<file path="src/design/dnv_pkg.sv">
// ----------------------------------------------------------------------------
// Dotted name validator package
// Shared constants and character classes for the dotted name validator.
// ----------------------------------------------------------------------------
package dnv_pkg;

  localparam int unsigned CharWidth       = 8;
  localparam int unsigned NameLenWidth    = 8;
  localparam int unsigned LabelLenWidth   = 7;
  localparam int unsigned LabelCfgWidth   = 6;
  localparam int unsigned LabelCountWidth = 8;
  localparam int unsigned CfgIndexWidth   = 2;
  localparam int unsigned CfgDataWidth    = 8;

  localparam logic [CfgIndexWidth-1:0] REG_MAX_NAME_LENGTH  = 2'd0;
  localparam logic [CfgIndexWidth-1:0] REG_MAX_LABEL_LENGTH = 2'd1;
  localparam logic [CfgIndexWidth-1:0] REG_MIN_LABEL_COUNT  = 2'd2;

  localparam logic [NameLenWidth-1:0]    RST_MAX_NAME_LENGTH  = 8'd191;
  localparam logic [LabelCfgWidth-1:0]   RST_MAX_LABEL_LENGTH = 6'd63;
  localparam logic [LabelCountWidth-1:0] RST_MIN_LABEL_COUNT  = 8'd2;

  localparam logic [NameLenWidth-1:0]    TOTAL_MAX       = 8'd255;
  localparam logic [LabelLenWidth-1:0]   LABEL_LEN_MAX   = 7'd127;
  localparam logic [LabelCountWidth-1:0] LABEL_TOTAL_MAX = 8'd255;

  localparam logic [CharWidth-1:0] CHAR_DOT    = 8'h2E;
  localparam logic [CharWidth-1:0] CHAR_HYPHEN = 8'h2D;

  function automatic logic is_alnum(input logic [CharWidth-1:0] c);
    return ((c >= 8'h61) && (c <= 8'h7A)) || ((c >= 8'h30) && (c <= 8'h39));
  endfunction

endpackage

</file>
<file path="src/design/dotted_name_validator.sv">
// ----------------------------------------------------------------------------
// Dotted name validator
// Checks a dotted name, one character per word, against label and length
// rules, and gives one valid bit after the last character.
// ----------------------------------------------------------------------------
//   channel  | direction | handshake           | payload
//   in       | sink      | in_valid / in_stall | char_code, is_last
//   out      | source    | out_valid/out_stall | name_valid
//   cfg      | sink      | cfg_valid/cfg_ready | cfg_index, cfg_data
//
// One character is taken per cycle while in_stall is low; a word passes an input
// register and the checking logic, and the result is registered and offered
// once the last character has left the input register.
// Reset is synchronous and returns the configuration, counter and valid registers to their defaults.
// The input stalls only while a final character waits behind a stalled result.
// ----------------------------------------------------------------------------
module dotted_name_validator (
  input  logic                               clk,
  input  logic                               rst,
  input  logic                               in_valid,
  output logic                               in_stall,
  input  logic [dnv_pkg::CharWidth-1:0]      char_code,
  input  logic                               is_last,
  output logic                               out_valid,
  input  logic                               out_stall,
  output logic                               name_valid,
  input  logic                               cfg_valid,
  output logic                               cfg_ready,
  input  logic [dnv_pkg::CfgIndexWidth-1:0]  cfg_index,
  input  logic [dnv_pkg::CfgDataWidth-1:0]   cfg_data
);
  import dnv_pkg::*;

  logic [NameLenWidth-1:0]    max_name_length;
  logic [LabelCfgWidth-1:0]   max_label_length;
  logic [LabelCountWidth-1:0] min_label_count;

  logic                       in_reg_valid;
  logic [CharWidth-1:0]       in_reg_char;
  logic                       in_reg_last;

  logic [NameLenWidth-1:0]    total_count;
  logic [LabelLenWidth-1:0]   label_length;
  logic [LabelCountWidth-1:0] label_total;
  logic                       prev_hyphen;
  logic                       error_seen;

  logic [NameLenWidth-1:0]    total_count_next;
  logic [LabelLenWidth-1:0]   label_length_next;
  logic [LabelCountWidth-1:0] label_total_next;
  logic                       prev_hyphen_next;
  logic                       error_seen_next;
  logic                       name_valid_next;
  logic [LabelLenWidth-1:0]   label_inc;
  logic [LabelCountWidth-1:0] label_count;
  logic                       hyphen;
  logic                       final_error;
  logic                       advance;

  assign cfg_ready = 1'b1;
  assign in_stall  = in_reg_valid && in_reg_last && out_valid && out_stall;
  assign advance   = in_reg_valid && !in_stall;

  always_comb begin
    total_count_next  = total_count;
    label_length_next = label_length;
    label_total_next  = label_total;
    prev_hyphen_next  = prev_hyphen;
    error_seen_next   = error_seen;
    hyphen            = (in_reg_char == CHAR_HYPHEN);
    label_inc         = (label_length < LABEL_LEN_MAX) ? label_length + 7'd1 : label_length;

    if (total_count >= TOTAL_MAX) begin
      error_seen_next = 1'b1;
    end else begin
      total_count_next = total_count + 8'd1;
    end

    if (in_reg_char == CHAR_DOT) begin
      if ((label_length == '0) || prev_hyphen) begin
        error_seen_next = 1'b1;
      end
      if (label_total < LABEL_TOTAL_MAX) begin
        label_total_next = label_total + 8'd1;
      end
      label_length_next = '0;
      prev_hyphen_next  = 1'b0;
    end else if (is_alnum(in_reg_char) || hyphen) begin
      if (hyphen && (label_length == '0)) begin
        error_seen_next = 1'b1;
      end
      label_length_next = label_inc;
      if (label_inc > {1'b0, max_label_length}) begin
        error_seen_next = 1'b1;
      end
      prev_hyphen_next = hyphen;
    end else begin
      error_seen_next = 1'b1;
    end

    final_error = error_seen_next || (label_length_next == '0) || prev_hyphen_next;
    label_count = (label_total_next < LABEL_TOTAL_MAX) ? label_total_next + 8'd1
                                                       : LABEL_TOTAL_MAX;
    name_valid_next = !final_error && (total_count_next <= max_name_length) &&
                      (label_count >= min_label_count);
  end

  always_ff @(posedge clk) begin
    if (rst) begin
      max_name_length  <= RST_MAX_NAME_LENGTH;
      max_label_length <= RST_MAX_LABEL_LENGTH;
      min_label_count  <= RST_MIN_LABEL_COUNT;
    end else if (cfg_valid && cfg_ready) begin
      unique case (cfg_index)
        REG_MAX_NAME_LENGTH:  max_name_length  <= cfg_data;
        REG_MAX_LABEL_LENGTH: max_label_length <= cfg_data[LabelCfgWidth-1:0];
        REG_MIN_LABEL_COUNT:  min_label_count  <= cfg_data;
        default: ;
      endcase
    end
  end

  always_ff @(posedge clk) begin
    if (rst) begin
      in_reg_valid <= 1'b0;
    end else if (!in_stall) begin
      in_reg_valid <= in_valid;
    end
    if (!in_stall && in_valid) begin
      in_reg_char <= char_code;
      in_reg_last <= is_last;
    end
  end

  always_ff @(posedge clk) begin
    if (rst) begin
      total_count  <= '0;
      label_length <= '0;
      label_total  <= '0;
      prev_hyphen  <= 1'b0;
      error_seen   <= 1'b0;
      out_valid    <= 1'b0;
    end else begin
      if (advance && in_reg_last) begin
        out_valid <= 1'b1;
      end else if (out_valid && !out_stall) begin
        out_valid <= 1'b0;
      end
      if (advance) begin
        if (in_reg_last) begin
          total_count  <= '0;
          label_length <= '0;
          label_total  <= '0;
          prev_hyphen  <= 1'b0;
          error_seen   <= 1'b0;
        end else begin
          total_count  <= total_count_next;
          label_length <= label_length_next;
          label_total  <= label_total_next;
          prev_hyphen  <= prev_hyphen_next;
          error_seen   <= error_seen_next;
        end
      end
    end
    if (advance && in_reg_last) begin
      name_valid <= name_valid_next;
    end
  end

endmodule

</file>
<file path="config.mk">
export PLATFORM = sky130hd
export DESIGN_NAME = dotted_name_validator
export DESIGN_NICKNAME = d
export VERILOG_FILES = /design/src/design/dnv_pkg.sv /design/src/design/dotted_name_validator.sv
export SDC_FILE = /design/constraint.sdc
export NUM_CORES = 1
export LEC_CHECK = 0
export BUFFER_PORTS_ARGS = -buffer_cell sky130_fd_sc_hd__buf_2
export CAP_MARGIN = 5
export CORE_MARGIN = 2
export CORE_UTILIZATION = 37
export CTS_CLUSTER_SIZE = 10
export DETAILED_ROUTE_END_ITERATION = 16
export PLACE_DENSITY = 0.58
export SLEW_MARGIN = 20
export SYNTH_ARGS = -nofsm -noshare
export SYNTH_HDL_FRONTEND = slang
export SYNTH_SLANG_ARGS = --single-unit
</file>
<file path="constraint.sdc">
create_clock -name clk -period 9.7 [get_ports clk]
set_clock_uncertainty 0.2 [all_clocks]
set_input_delay 1.455 -clock clk [delete_from_list [all_inputs] [get_ports clk]]
set_output_delay 1.455 -clock clk [all_outputs]
set_load 0.02 [all_outputs]
</file>
After elaboration in Yosys (flattened, before gate mapping)
Cells that the tools add are included.
{"block": "totals", "ff_bits": 59, "output_inout_bits": 4}
{"block": "classes", "addsub": 4, "n_lt_le_gt_ge": 11, "n_eq_ne": 4, "mux": 22, "reduce_logical": 27}
{"op": "$mux W8", "count": 6}
{"op": "$mux W7", "count": 4}
{"op": "$add A8 B1 Y8 const B", "count": 3}
{"op": "$eq A8 B6 Y1 const B", "count": 2}
{"op": "$lt A8 B8 Y1 const B", "count": 2}
{"op": "$logic_not A7 Y1", "count": 2}
{"op": "$logic_and A1 B1 Y1", "count": 12}
{"op": "$mux W1", "count": 12}
{"op": "$ge A8 B6 Y1 const B", "count": 1}
{"op": "$ge A8 B7 Y1 const B", "count": 1}
{"op": "$ge A8 B8 Y1", "count": 1}
{"op": "$ge A8 B8 Y1 const B", "count": 1}
{"op": "$le A8 B6 Y1 const B", "count": 1}
{"op": "$le A8 B7 Y1 const B", "count": 1}
{"op": "$le A8 B8 Y1", "count": 1}
{"op": "$add A7 B1 Y7 const B", "count": 1}
{"op": "$gt A7 B6 Y1", "count": 1}
{"op": "$lt A7 B7 Y1 const B", "count": 1}
{"op": "$reduce_and A2 Y1", "count": 3}
{"op": "$logic_or A1 B1 Y1", "count": 5}
{"op": "$logic_not A1 Y1", "count": 3}
{"op": "$eq A2 B1 Y1 const B", "count": 1}
{"op": "$eq A2 B2 Y1 const B", "count": 1}
{"op": "$logic_not A2 Y1", "count": 1}
{"op": "$reduce_bool A2 Y1", "count": 1}

Longest topological paths before layout
{"block": "depth", "depth_word": 12, "ltp_mapped": 16}

Worst setup path before layout
OpenSTA, ideal clock, no wires.
{"block": "synth_path", "path_type": "reg2reg", "start": "register label_total[0]", "end": "register name_valid, data pin", "setup_time_ns": 0.263, "arrival_ns": 3.218, "slack_ns": 6.019, "path_stages_with_launch": 16, "n_path_buf": 0, "synth_period_minus_slack_ns": 3.681, "path_cell_list": "dfxtp_1 -> ha_1 -> and2_1 -> nand3_1 -> nand2_4 -> mux2_2 -> ha_1 -> and3_1 -> o21a_1 -> o22a_1 -> ha_1 -> a2111oi_0 -> o21ai_0 -> a21o_2 -> nand3_1 -> nor4b_2"}
{"block": "synth_via", "elab_chain_len": 7, "elab_cells_between_ends": 9}
{"item": "start: declaration", "line": "dotted_name_validator.sv:44", "rtl": "logic [LabelCountWidth-1:0] label_total;"}
{"item": "start signal: assignment", "line": "dotted_name_validator.sv:159", "rtl": "label_total <= label_total_next;"}
{"item": "$add A8 B1 Y8 / $lt A8 B8 Y1 (equally long branches)", "line": "dotted_name_validator.sv:84, dotted_name_validator.sv:83"}
{"item": "$mux W8", "line": "dotted_name_validator.sv:83", "rtl": "if (label_total < LABEL_TOTAL_MAX) begin"}
{"item": "$mux W8 (*)", "line": "dotted_name_validator.sv:79", "rtl": "if (in_reg_char == CHAR_DOT) begin"}
{"item": "$add A8 B1 Y8 / $lt A8 B8 Y1 (equally long branches)", "line": "dotted_name_validator.sv:102", "rtl": "label_count = (label_total_next < LABEL_TOTAL_MAX) ? label_total_next + 8'd1"}
{"item": "$mux W8 (*)", "line": "dotted_name_validator.sv:102"}
{"item": "$ge A8 B8 Y1 (*)", "line": "dotted_name_validator.sv:105", "rtl": "(label_count >= min_label_count);"}
{"item": "$logic_and A1 B1 Y1 (*)", "line": "dotted_name_validator.sv:104", "rtl": "name_valid_next = !final_error && (total_count_next <= max_name_length) &&"}
{"item": "via name_valid_next", "line": "dotted_name_validator.sv:53", "rtl": "logic name_valid_next;"}
{"item": "end signal: assignment", "line": "dotted_name_validator.sv:166", "rtl": "name_valid <= name_valid_next;"}
{"item": "end: declaration", "line": "dotted_name_validator.sv:26", "rtl": "output logic name_valid,"}
Mark *: on every way through the listed nets, which the timed path passes. The rest lies on a longest branch.
A chain may end at the register's enable or synchronous reset.

Final worst setup path
{"block": "layout_path", "start": "register in_reg_char[1]", "end": "register name_valid, data pin"}
{"block": "layout_via", "elab_chain_len": 12, "elab_cells_between_ends": 30}
{"item": "start: declaration", "line": "dotted_name_validator.sv:39", "rtl": "logic [CharWidth-1:0] in_reg_char;"}
{"item": "start signal: assignment", "line": "dotted_name_validator.sv:130", "rtl": "in_reg_char <= char_code;"}
{"item": "branches (longest 11 deep; another with $add A8 B1 Y8)"}
{"item": "$logic_and A1 B1 Y1 (*)", "line": "dotted_name_validator.sv:104"}
{"item": "via name_valid_next", "line": "dotted_name_validator.sv:53"}
Mark *: on every way through the listed nets, which the timed path passes.

==> impl_summary.md <==
Logic synthesis
The most instantiated flip-flop cell in the synthesis netlist is dfxtp_1. nor2_1 is the most common cell in the netlist. Sequential cells were found to cover 33.5% of the synthesized design area.

The cell taking the most area after synthesis is dfxtp_1. Counting instances in the post-synthesis netlist gives the leading cell types as nor2_1, dfxtp_1, nand2_1, ha_1, inv_1. Yosys printed 0 warnings. The cell count after synthesis came out at 448.

The netlist area before placement is 3830 um^2. The count of flip-flops with a built-in enable after synthesis is 10. The number of library cell types mapped by synthesis is 78. The portion of synthesized cell area occupied by the leading cell type is 25.6%. Counting flops and latches in the post-synthesis netlist gives 59.

The proportion of synthesized flip-flops having asynchronous set or reset is 0%. In the post-synthesis netlist, the biggest area contributors are dfxtp_1, ha_1, edfxtp_1. A synthesized cell averages 8.55 um^2. The number of nets handed over by synthesis was 499.

Die
The die boundary height is 106 um. The initial utilization of the core area, before any placement, comes to 37.6%. In this run the core area contains 37 standard-cell rows.

The die span in x is 106 um. Pin placement for this block handled 28 I/O pins. The floorplan step defined a die boundary enclosing 11200 um^2. After floorplanning, the core was sized to cover 10200 um^2.

Drt
The antenna violation net count after detailed routing is 0. The detailed-route via count is 3235. In the routed design, unresolved DRC markers number 0. For this block, the routed nets add up to 8810 um of wire. The wire length per cell is 14.6 um.

The number of design-rule violations left by the first detailed-router iteration is 167. The number of vias per cell is 5.35. The number of optimization iterations in the first detailed-route pass is 4.

Placed design
The congestion estimate from routability-driven global placement came to 0.845. In this run the tool buffered the top-level ports with 26 buffer cells. The minimum setup slack after placement is 5.49 ns. The post-detailed-placement cell area is 4030 um^2. Summed over all nets, the half-perimeter wirelength after detailed placement is 6520 um.

Setup path
The signal on the critical path passes through nor4b_4 > and2_1 > nand2_4 > mux2_2 > ha_1 > and3_1 > o21a_1 > o22a_1 > ha_1 > a2111oi_0 > o21ai_0 > a21o_2 > nand3_1 > nor4b_2. The critical path launch point type is a flip-flop. The cell that appears most often on the critical path is ha_1.

Data on the critical path is required at its endpoint by 9.59 ns. The maximum fanout along the worst path is 11. The cell at the slowest stage of the critical path is edfxtp_1. The arrival time of data at the critical path endpoint is 4.11 ns. The worst path buffer plus inverter count is 0. STA classifies the critical path endpoint as a flip-flop. The type of the worst setup path is reg -> reg. The startpoint identified for the worst register-to-register timing path is in_reg_char[1]. The critical path runs through a total of 14 cells.

The cell family contributing the most delay on the critical path is simple AND/OR/NAND/NOR gates. The peak per-stage delay on the critical path is 0.57 ns. The number of cells on the worst reg-to-reg path is 14. The critical path startpoint is in_reg_char[1].

The worst register-to-register path has a setup slack of 5.48 ns.

Min path
The worst hold path was traced through 2 stages. The path category of the worst min-delay check is reg -> reg. The worst hold path begins at max_name_length[0].

Final layout
Compared with the post-synthesis result, the final layout area differs by 9.90%. The total non-filler cell area in the finished layout is 4210 um^2. The number of antenna diodes in the final layout is 0. The number of nets at the end of the flow is 516. The share of post-route cells with drive strength above 1 is 15.4%. The number of fillers in the final layout is 1036.

STA
Setup repair after global routing left no endpoint under its margin. The number of hold-slack violations in the final timing report is 0. At the pin with the least slew margin, the transition time is 0.919 ns. The final max-slew violation count is 0. Measured against its own limit, the worst slew margin works out to 38.5%. The final worst-path cycle share is 43.5%. The slack of the critical path is 5.48 ns. The post-route minimum period is 4.22 ns. The maximum achievable frequency is 0.237 GHz.

After routing, the total negative slack on setup checks comes to 0 ns. Setup violations remaining at the end of the flow were counted as 0.

Status
The run finished with clean final reports.

Clock tree
CTS placed an instance of clkbuf_8 at the clock tree root. At the later pin of the worst-skew pair, clock insertion delay measures 0.35 ns. Hold repair after CTS inserted 0 buffers. After clock tree synthesis, the clock-pin slew on the worst setup and hold paths is 0.07 ns.

The H-tree generated during clock tree synthesis spans 3 levels. Clock tree synthesis found a total of 59 sinks. TritonCTS built the clock tree. The post-CTS repair timing setup buffer count is 0. The total clock buffers created by CTS is 9. No sink is reached through more buffers than the 2 on the longest clock path. In this run, post-CTS repair resized a total of 0 instances.

Global route
The initial antenna violation count came to 0. The via count of the first global-routing pass is 2952. The maximum number of pins on one net before global-route repair is 33. The total overflow left after global routing is 0. The all-layer global routing usage is 16.7%. The first-pass GRT wire length is 14700 um.

Power
In this run the power spent charging and discharging nets is 138 uW. In this run, flip-flops and latches consume 51.3% of the power. Per report_power, the combinational group accounts for 8.7% of the total.

The total power divided by cell area is 121 nW/um^2. The static leakage is 1.78 nW. The clock network accounts for 40.0% of the total power. VDD sags by at most 60.8 uV. The switching part of the total power is 27.1%. The internal portion of the total power is 372 uW.

Run
Across the run, the number of max-cap violations was 0.
## power by group through the flow
stage,logic (mW),clock network [mW],registers (mW)
floorplan,0.0314,0,0.266
global placement,0.0439,0,0.268
detailed placement,0.0445,0,0.268
CTS,0.0448,0.213,0.262
global route,0.0496,0.224,0.263
finish,0.0443,0.204,0.262
## registers in the layout (all words and copies together) (netlist names), 6 cells and up
| signal | count |
|---|---|
| total_count | 8 |
| in_reg_char | 8 |
| label_total | 8 |
| max_label_length | 6 |
| label_length | 7 |
| max_name_length | 8 |
| min_label_count | 8 |
## cells in the final DEF, fill, tap and decap left out, types with 2 or more instances in the layout
master      synthesis  final
mux2i_1            11     11
nand2b_1            4      4
xnor2_1             7      7
a32o_1              5      5
o21ai_0            14     14
buf_2               5     26
xor2_1              4      4
o21a_1              3      3
clkinvlp_4          0      3
nand2_1            42     42
o211ai_1           13     13
clkbuf_8            0     10
nor2_1             52     52
and3_1              5      5
nand4_1            10     10
a21oi_1            22     22
inv_1              26     26
edfxtp_1           10     10
a2bb2oi_1           2      2
and3b_1             2      2
a21boi_0            3      3
a31oi_1             4      4
mux2_2              5      5
and2_1              6      6
ha_1               27     27
nor3_1             12     12
and4_1              4      4
a31o_2              2      2
nor2b_1             7      7
a211oi_1            4      4
nand3_1            15     15
a21o_1              5      5
a22oi_1             9      9
a21o_2              2      2
dfxtp_1            49     49
## routing by layer
metal	vias up	wire, um	global-route usage [%]
met4	0	190	6.95
met1	1514	4250	22.0
met5	-	0	0
met2	46	4110	26.5
li1	1662	-	-
met3	13	253	3.22
## worst min-delay path, stage by stage, from the launching register on
cell and delay, ns:
dfxtp_1 0.34, mux2i_1 0.07, nand2_1 0.06
## per-stage QoR
step                      hold slack, ns  utilization (%)  std cells  total power, mW
after floorplan                    0.248                -        448            0.297
after global placement             0.270             39.6        590            0.311
after detailed placement           0.285             39.6        590            0.312
after CTS                          0.308             41.3        605            0.520
after global routing               0.331             41.3        605            0.537
final                              0.302             41.3        605            0.511
## worst paths after layout
kind | end
worst max register to register | name_valid
worst max-delay path | name_valid
worst min-delay path | max_name_length[0]
worst min register to register | max_name_length[0]
## cell type report
type / count / area (um^2) / share of cell area [%]
clock buffers: 10 / 138 / 3.27
clock inverters: 5 / 37.5 / 0.892
inverters: 26 / 97.6 / 2.32
multi-input cells: 342 / 2350 / 55.8
flip-flops and latches: 59 / 1280 / 30.4
well taps: 136 / 170 / 4.04
repair buffers: 27 / 138 / 3.27
## kinds of logic after synthesis
family | share of synthesized area [%]
compound gates | 21.5
xor+xnor | 2.52
fa+ha+maj | 8.82
buf+inv | 5.26
flops | 33.5
mux | 4.74
other cells | 0.0979
simple gates | 23.6
Power figures use the tool's default switching activity.
